[config.mk]
export PLATFORM = sky130hd
export DESIGN_NAME = fir_full_convolution_unit
export DESIGN_NICKNAME = d
export VERILOG_FILES = /design/src/sv/fcu_pkg.sv /design/src/sv/fcu_mac.sv /design/src/sv/fir_full_convolution_unit.sv
export SDC_FILE = /design/constraint.sdc
export NUM_CORES = 2
export LEC_CHECK = 0
export BUFFER_PORTS_ARGS = -buffer_cell sky130_fd_sc_hd__buf_4
export CAP_MARGIN = 20
export CORE_ASPECT_RATIO = 2
export CORE_MARGIN = 4
export CORE_UTILIZATION = 55
export CTS_BUF_LIST = sky130_fd_sc_hd__clkbuf_8
export CTS_CLUSTER_SIZE = 10
export DETAILED_ROUTE_END_ITERATION = 10
export PLACE_DENSITY_LB_ADDON = 0.05
export SLEW_MARGIN = 15
export SYNTH_ARGS = -nofsm -noshare
export SYNTH_HDL_FRONTEND = slang
export SYNTH_SLANG_ARGS = --single-unit
[constraint.sdc]
create_clock -name clk -period 8.5 [get_ports clk]
set_clock_uncertainty 0.05 [all_clocks]
set_input_delay 1.275 -clock clk [delete_from_list [all_inputs] [get_ports clk]]
set_output_delay 1.275 -clock clk [all_outputs]
set_load 0.05 [all_outputs]
[src/sv/fcu_pkg.sv]
// ----------------------------------------------------------------------------
// fcu_pkg
// shared widths, register map and control types of the fir convolution unit
// ----------------------------------------------------------------------------
package fcu_pkg;

    localparam int VALUE_W          = 16;
    localparam int INDEX_W          = 6;
    localparam int TAP_COUNT_W      = 7;
    localparam int PRODUCT_W        = 32;
    localparam int ACC_W            = 40;
    localparam int DEFAULT_MAX_TAPS = 64;
    localparam int TAP_COUNT_RESET  = 64;

    localparam int APB_DATA_W = 32;
    localparam int APB_ADDR_W = 3;

    localparam logic [APB_ADDR_W-3:0] REG_TAP_COUNT = 1'b0;

    localparam logic MODE_LOAD   = 1'b0;
    localparam logic MODE_SAMPLE = 1'b1;

    typedef struct packed {
        logic clear;
        logic valid;
    } mac_ctrl_t;

endpackage

[src/sv/fcu_mac.sv]
// ----------------------------------------------------------------------------
// fcu_mac
// shared multiply-accumulate: registered product, 40-bit accumulator
// ----------------------------------------------------------------------------
module fcu_mac
(
    input  logic                                    clk,
    input  logic                                    rst_n,
    input  fcu_pkg::mac_ctrl_t                      ctrl,
    input  logic signed [fcu_pkg::VALUE_W-1:0]      sample,
    input  logic signed [fcu_pkg::VALUE_W-1:0]      coeff,
    output logic signed [fcu_pkg::ACC_W-1:0]        acc,
    output logic                                    busy
);

    logic signed [fcu_pkg::PRODUCT_W-1:0] prod_reg;
    logic                                 prod_valid_reg;
    logic signed [fcu_pkg::ACC_W-1:0]     acc_reg;
    logic signed [fcu_pkg::ACC_W-1:0]     prod_ext;

    assign prod_ext = {{(fcu_pkg::ACC_W - fcu_pkg::PRODUCT_W){prod_reg[fcu_pkg::PRODUCT_W-1]}},
                       prod_reg};

    always_ff @(posedge clk)
    begin
        prod_reg <= sample * coeff;
    end

    always_ff @(posedge clk or negedge rst_n)
    begin
        if (!rst_n)
        begin
            prod_valid_reg <= 1'b0;
            acc_reg        <= '0;
        end
        else
        begin
            prod_valid_reg <= ctrl.valid;
            if (ctrl.clear)
            begin
                acc_reg <= '0;
            end
            else if (prod_valid_reg)
            begin
                acc_reg <= acc_reg + prod_ext;
            end
        end
    end

    assign acc  = acc_reg;
    assign busy = prod_valid_reg;

endmodule

[src/sv/fir_full_convolution_unit.sv]
// ----------------------------------------------------------------------------
// fir_full_convolution_unit
// streaming fir filter giving the full linear convolution of a sample frame
// ----------------------------------------------------------------------------
// A load item (mode 0) writes one Q1.14 coefficient; the unit stays idle.
// A sample item (mode 1) is pushed into a circular sample history and one
// shared multiply-accumulate walks the taps in use, one tap per cycle; the
// result may then wait on the output side. A sample with frame_end also
// flushes zero samples, one fewer than the taps in use; the history is then
// cleared at once through its fill count. in_ready is low while an item is
// at work. Results are exact 40-bit sums with 27 fractional bits; the last
// result of a frame carries result_last. tap_count lies at APB address 0.
// ----------------------------------------------------------------------------
module fir_full_convolution_unit
#(
    parameter int MAX_TAPS = fcu_pkg::DEFAULT_MAX_TAPS
)
(
    input  logic                                    clk,
    input  logic                                    rst_n,

    input  logic                                    psel,
    input  logic                                    penable,
    input  logic                                    pwrite,
    input  logic [fcu_pkg::APB_ADDR_W-1:0]          paddr,
    input  logic [fcu_pkg::APB_DATA_W-1:0]          pwdata,
    output logic [fcu_pkg::APB_DATA_W-1:0]          prdata,
    output logic                                    pready,

    input  logic                                    in_valid,
    output logic                                    in_ready,
    input  logic                                    mode,
    input  logic [fcu_pkg::INDEX_W-1:0]             coeff_index,
    input  logic signed [fcu_pkg::VALUE_W-1:0]      value,
    input  logic                                    frame_end,

    output logic                                    out_valid,
    input  logic                                    out_ready,
    output logic signed [fcu_pkg::ACC_W-1:0]        result,
    output logic                                    result_last
);

    localparam int AW = (MAX_TAPS > 1) ? $clog2(MAX_TAPS) : 1;
    localparam int FW = $clog2(MAX_TAPS + 1);

    localparam logic [1:0] ST_IDLE  = 2'd0;
    localparam logic [1:0] ST_MAC   = 2'd1;
    localparam logic [1:0] ST_DRAIN = 2'd2;
    localparam logic [1:0] ST_DONE  = 2'd3;

    logic [1:0]                          state_reg;
    logic [1:0]                          state_next;
    logic [fcu_pkg::TAP_COUNT_W-1:0]     tap_count_reg;

    logic signed [fcu_pkg::VALUE_W-1:0]  coeff_mem [MAX_TAPS];
    logic signed [fcu_pkg::VALUE_W-1:0]  hist_mem  [MAX_TAPS];

    logic [AW-1:0]                       wptr_reg;
    logic [AW-1:0]                       wptr_next;
    logic [AW-1:0]                       rptr_reg;
    logic [FW-1:0]                       fill_reg;
    logic [FW-1:0]                       k_reg;
    logic [FW-1:0]                       tail_left_reg;
    logic                                frame_reg;
    logic [FW-1:0]                       taps;

    logic signed [fcu_pkg::VALUE_W-1:0]  hist_rd_reg;
    logic signed [fcu_pkg::VALUE_W-1:0]  coeff_rd_reg;
    logic                                rd_valid_reg;
    logic                                live_reg;

    logic signed [fcu_pkg::ACC_W-1:0]    result_reg;
    logic                                result_last_reg;
    logic                                out_valid_reg;

    logic                                cfg_write;
    logic                                in_take;
    logic                                coeff_write;
    logic                                push_en;
    logic signed [fcu_pkg::VALUE_W-1:0]  push_data;
    logic                                emit;
    logic                                issue_last;
    logic                                mac_busy;
    logic signed [fcu_pkg::ACC_W-1:0]    mac_acc;
    fcu_pkg::mac_ctrl_t                  mac_ctrl;
    logic signed [fcu_pkg::VALUE_W-1:0]  mac_sample;

    // configuration port
    assign pready    = 1'b1;
    assign cfg_write = psel && penable && pwrite
                       && (paddr[fcu_pkg::APB_ADDR_W-1:2] == fcu_pkg::REG_TAP_COUNT);

    always_comb
    begin
        prdata = '0;
        if (paddr[fcu_pkg::APB_ADDR_W-1:2] == fcu_pkg::REG_TAP_COUNT)
        begin
            prdata = fcu_pkg::APB_DATA_W'(tap_count_reg);
        end
    end

    always_ff @(posedge clk or negedge rst_n)
    begin
        if (!rst_n)
        begin
            tap_count_reg <= fcu_pkg::TAP_COUNT_W'(fcu_pkg::TAP_COUNT_RESET);
        end
        else if (cfg_write)
        begin
            tap_count_reg <= pwdata[fcu_pkg::TAP_COUNT_W-1:0];
        end
    end

    // taps in use, clamped to 1..MAX_TAPS
    always_comb
    begin
        if (tap_count_reg == '0)
        begin
            taps = FW'(1);
        end
        else if (32'(tap_count_reg) > 32'(MAX_TAPS))
        begin
            taps = FW'(MAX_TAPS);
        end
        else
        begin
            taps = FW'(tap_count_reg);
        end
    end

    // control
    assign in_ready    = (state_reg == ST_IDLE);
    assign in_take     = in_valid && in_ready;
    assign coeff_write = in_take && (mode == fcu_pkg::MODE_LOAD)
                         && (32'(coeff_index) < 32'(MAX_TAPS));
    assign emit        = (state_reg == ST_DONE) && (!out_valid_reg || out_ready);
    assign issue_last  = (k_reg + FW'(1)) == taps;

    always_comb
    begin
        push_en   = 1'b0;
        push_data = value;
        if (in_take && (mode == fcu_pkg::MODE_SAMPLE))
        begin
            push_en = 1'b1;
        end
        else if (emit && (tail_left_reg != '0))
        begin
            push_en   = 1'b1;
            push_data = '0;
        end
    end

    assign wptr_next = (wptr_reg == AW'(MAX_TAPS - 1)) ? '0 : wptr_reg + AW'(1);

    always_comb
    begin
        state_next = state_reg;
        case (state_reg)
            ST_IDLE:
            begin
                if (push_en)
                begin
                    state_next = ST_MAC;
                end
            end
            ST_MAC:
            begin
                if (issue_last)
                begin
                    state_next = ST_DRAIN;
                end
            end
            ST_DRAIN:
            begin
                if (!rd_valid_reg && !mac_busy)
                begin
                    state_next = ST_DONE;
                end
            end
            ST_DONE:
            begin
                if (emit)
                begin
                    state_next = push_en ? ST_MAC : ST_IDLE;
                end
            end
            default:
            begin
                state_next = ST_IDLE;
            end
        endcase
    end

    always_ff @(posedge clk or negedge rst_n)
    begin
        if (!rst_n)
        begin
            state_reg     <= ST_IDLE;
            wptr_reg      <= '0;
            rptr_reg      <= '0;
            fill_reg      <= '0;
            k_reg         <= '0;
            tail_left_reg <= '0;
            frame_reg     <= 1'b0;
            rd_valid_reg  <= 1'b0;
            live_reg      <= 1'b0;
        end
        else
        begin
            state_reg    <= state_next;
            rd_valid_reg <= (state_reg == ST_MAC);
            live_reg     <= k_reg < fill_reg;
            if (in_take && (mode == fcu_pkg::MODE_SAMPLE))
            begin
                frame_reg     <= frame_end;
                tail_left_reg <= frame_end ? taps - FW'(1) : '0;
            end
            else if (emit && (tail_left_reg != '0))
            begin
                tail_left_reg <= tail_left_reg - FW'(1);
            end
            if (push_en)
            begin
                wptr_reg <= wptr_next;
                rptr_reg <= wptr_next;
                k_reg    <= '0;
                if (fill_reg != FW'(MAX_TAPS))
                begin
                    fill_reg <= fill_reg + FW'(1);
                end
            end
            else if (state_reg == ST_MAC)
            begin
                k_reg    <= k_reg + FW'(1);
                rptr_reg <= (rptr_reg == '0) ? AW'(MAX_TAPS - 1) : rptr_reg - AW'(1);
            end
            else if (emit && frame_reg && (tail_left_reg == '0))
            begin
                fill_reg <= '0;
            end
        end
    end

    // coefficient store and sample history
    always_ff @(posedge clk)
    begin
        if (coeff_write)
        begin
            coeff_mem[AW'(coeff_index)] <= value;
        end
        coeff_rd_reg <= coeff_mem[k_reg[AW-1:0]];
    end

    always_ff @(posedge clk)
    begin
        if (push_en)
        begin
            hist_mem[wptr_next] <= push_data;
        end
        hist_rd_reg <= hist_mem[rptr_reg];
    end

    // shared multiply-accumulate
    assign mac_ctrl.clear = push_en;
    assign mac_ctrl.valid = rd_valid_reg;
    assign mac_sample     = live_reg ? hist_rd_reg : '0;

    fcu_mac u_mac
    (
        .clk    (clk),
        .rst_n  (rst_n),
        .ctrl   (mac_ctrl),
        .sample (mac_sample),
        .coeff  (coeff_rd_reg),
        .acc    (mac_acc),
        .busy   (mac_busy)
    );

    // output register
    always_ff @(posedge clk or negedge rst_n)
    begin
        if (!rst_n)
        begin
            out_valid_reg <= 1'b0;
        end
        else if (emit)
        begin
            out_valid_reg <= 1'b1;
        end
        else if (out_ready)
        begin
            out_valid_reg <= 1'b0;
        end
    end

    always_ff @(posedge clk)
    begin
        if (emit)
        begin
            result_reg      <= mac_acc;
            result_last_reg <= frame_reg && (tail_left_reg == '0);
        end
    end

    assign out_valid   = out_valid_reg;
    assign result      = result_reg;
    assign result_last = result_last_reg;

endmodule
==> impl_metrics.ini <==
[cts]
clock_sinks = 2240
cts_tree = done
postCtsSetupRepairBufs = 0
path_clk_slew_ns = 0.07
cts-root-buf = clkbuf_8
clk-insertion-delay-late_ns = 0.92
numCtsBuffers = 310
cts_hold_buffers = 0
h-tree-depth = 5
post_cts_resized = 0
cts_buffer_depth = 4

[cells_and_area]
drive_gt1_frac = 0.2014
areaGrowthSynthToFinish_pct = 9.896
final_net_count = 6500
top_regs = coeff_mem (1024), hist_mem (1024)

[timing]
tns_ns = 0
finalHoldViolations = 0
period_needed_ns = 7.610
setup_viol = 0
max_freq_mhz = 131.4
max_slew_margin = 0.1557
maxSlewViolCount = 0
tightest_slew_ns = 1.266
fin_crit_sh = 0.8953
rsz0062_at_grt = no

[setup_path]
max_stage_delay_ns = 0.85
cp-end-kind = flip-flop
path_buf_inv = 3
worstPathRequired_ns = 9.19
cp.arrival_ns = 8.30
crit_chain = and2_1 > nand2_1 > fa_1 > inv_1 > fa_1 > inv_1 > fa_1 > inv_1 > fa_1 > fa_1 > fa_1 > ha_1 > nand4_1 > a2111oi_0 > o211ai_1 > a21oi_1 > a211o_1 > a21oi_1 > xor2_1
cpMostUsedCell = fa_1
crit_path_start_kind = flip-flop
worstSetupPathType = reg2reg
cp_max_fo = 57
cpLargestDelayFamily = adder cells
slowest_stage = dfrtp_2

[global_route]
grt_max_degree = 128
first_global_vias = 54892
grt_overflow_total = 0
met3_usage = 0.03090
grt_use_total = 0.2713
grt.met1_usage = 0.2994
busiest_layer = met2
grt_util_met2 = 0.5113
grt_pass1_wl_um = 365300
antenna_found_initial = 17

[routing]
drc_errors = 0
routed_wl_um = 249400
num_vias = 52103
antenna_left = 0
wl_per_cell_um = 28.97
drt_iter0_markers = 4347
firstDrtPassIters = 5
routed_via_density = 6.054

[logic_synthesis]
synth_edf_count = 2089
yosys_warnings = 0
synth.distinct_cells = 85
synth_cells = 5710
synth_area_leaders = edfxtp_1 (64%), mux4_2 (10%), fa_1 (5.3%)
synth.top_cell.area_share = 0.6372
avgSynthCellArea_um2 = 17.24
ys_seq_area_frac = 0.6723
netlist_area_mm2 = 0.09845
synth_seq_cells = 2240
async_reset_ff_frac = 0.03884
synth_area_leader_cell = edfxtp_1
synth_most_common_cell = edfxtp_1
synth_common_cells = edfxtp_1 (2089), mux4_2 (448), inv_1 (342), nand2_1 (286), fa_1 (263)
ys.flop_type = edfxtp_1

[placement]
hpwl_um = 162600
place_congestion = 0.8623
port_buffers = 88

[floorplan]
dieArea_mm2 = 0.1862
die_y_um = 606.3
initial_utilization = 0.5528
core_area_mm2 = 0.1781
ios = 142
std_cell_rows = 219
die_w_um = 307.2

[worst_hold_path]
min_path_type = reg2reg

[job]
drv_cap = 0

[outcome]
status = complete, no violations
## path summary, 6_finish.rpt
| check | cells past startpoint | slack (ns) | startpoint | endpoint |
|---|---|---|---|---|
| setup / recovery | 19 | 0.89 | live_reg$_DFF_PN0_ | u_mac.prod_reg[31]$_DFF_P_ |
| hold reg to reg | 0 | 0.33 | rd_valid_reg$_DFF_PN0_ | u_mac.busy$_DFF_PN0_ |
| min in group asynchronous | 1 | 0.38 | rst_n | u_mac.acc[19]$_DFFE_PN0P_ |
| setup reg to reg | 19 | 0.89 | live_reg$_DFF_PN0_ | u_mac.prod_reg[31]$_DFF_P_ |
| hold / removal | 0 | 0.33 | rd_valid_reg$_DFF_PN0_ | u_mac.busy$_DFF_PN0_ |
| max in group asynchronous | 2 | 6.74 | rst_n | rptr_reg[1]$_DFFE_PN0P_ |
## cells by family (layout without fill, tap and decap cells)
kind of cell               after synthesis  after routing  synth area share
AOI/OAI and AO/OA                      671            671           0.04259
xor gates and xnor gates                88             88          0.007905
adders and majority gates              402            402           0.07114
buffers and inverters                  656           1182           0.02713
DFF                                   2240           2240            0.6723
muxes                                  780            780            0.1373
other                                    2             53        0.00007628
and+or+nand+nor                        871            871           0.04153
## through the flow
stage	util	cell area, µm²	std cells	hold slack (ns)	setup WS [ns]
floorplan	-	98540	5734	0.2988	2.196
global placement	0.5758	102600	8036	0.3084	1.138
detailed placement	0.5761	102600	8040	0.3251	0.8940
CTS	0.6071	108100	8580	0.3071	0.9077
global route	0.6074	108200	8605	0.3524	0.4387
finish	0.6075	108200	8607	0.3344	0.8899
## final cells by class
type	count	area (µm²)
fill	13406	69920
tap	2320	2903
clock buffer	325	4473
timing repair buffer	299	2372
inverter	343	1287
clock inverter	215	1037
sequential	2240	66220
antenna	27	67.56
multi-input combinational	2838	29840
## layout by cell type, fill, tap and decap left out, drive strengths merged, types with 26 or more instances in the layout
master | Yosys | routed
diode | 0 | 27
o21ai | 138 | 138
nor3 | 28 | 28
o221ai | 71 | 71
dfrtp | 86 | 86
nor2b | 39 | 39
dfxtp | 64 | 64
clkinv | 1 | 102
edfxtp | 2089 | 2089
ha | 139 | 139
mux2i | 248 | 248
clkbuf | 178 | 325
and3 | 128 | 128
mux4 | 448 | 448
xnor2 | 62 | 62
nand3 | 41 | 41
xor2 | 26 | 26
mux2 | 84 | 84
conb | 2 | 26
a21o | 37 | 37
fa | 263 | 263
a21oi | 229 | 229
nor2 | 256 | 256
inv | 342 | 444
buf | 135 | 299
nand2 | 287 | 287
o22ai | 75 | 75
## layer usage
| metal | vias to the layer above | routed length [µm] |
|---|---|---|
| met2 | 1587 | 138700 |
| met4 | 2 | 15340 |
| met3 | 491 | 11330 |
| met1 | 27340 | 84010 |
| met5 | - | 13 |
| li1 | 22683 | - |
Power is left out: the tool's default activity adds up to more than one toggle a clock period on the data nets, which glitch-free logic cannot reach.
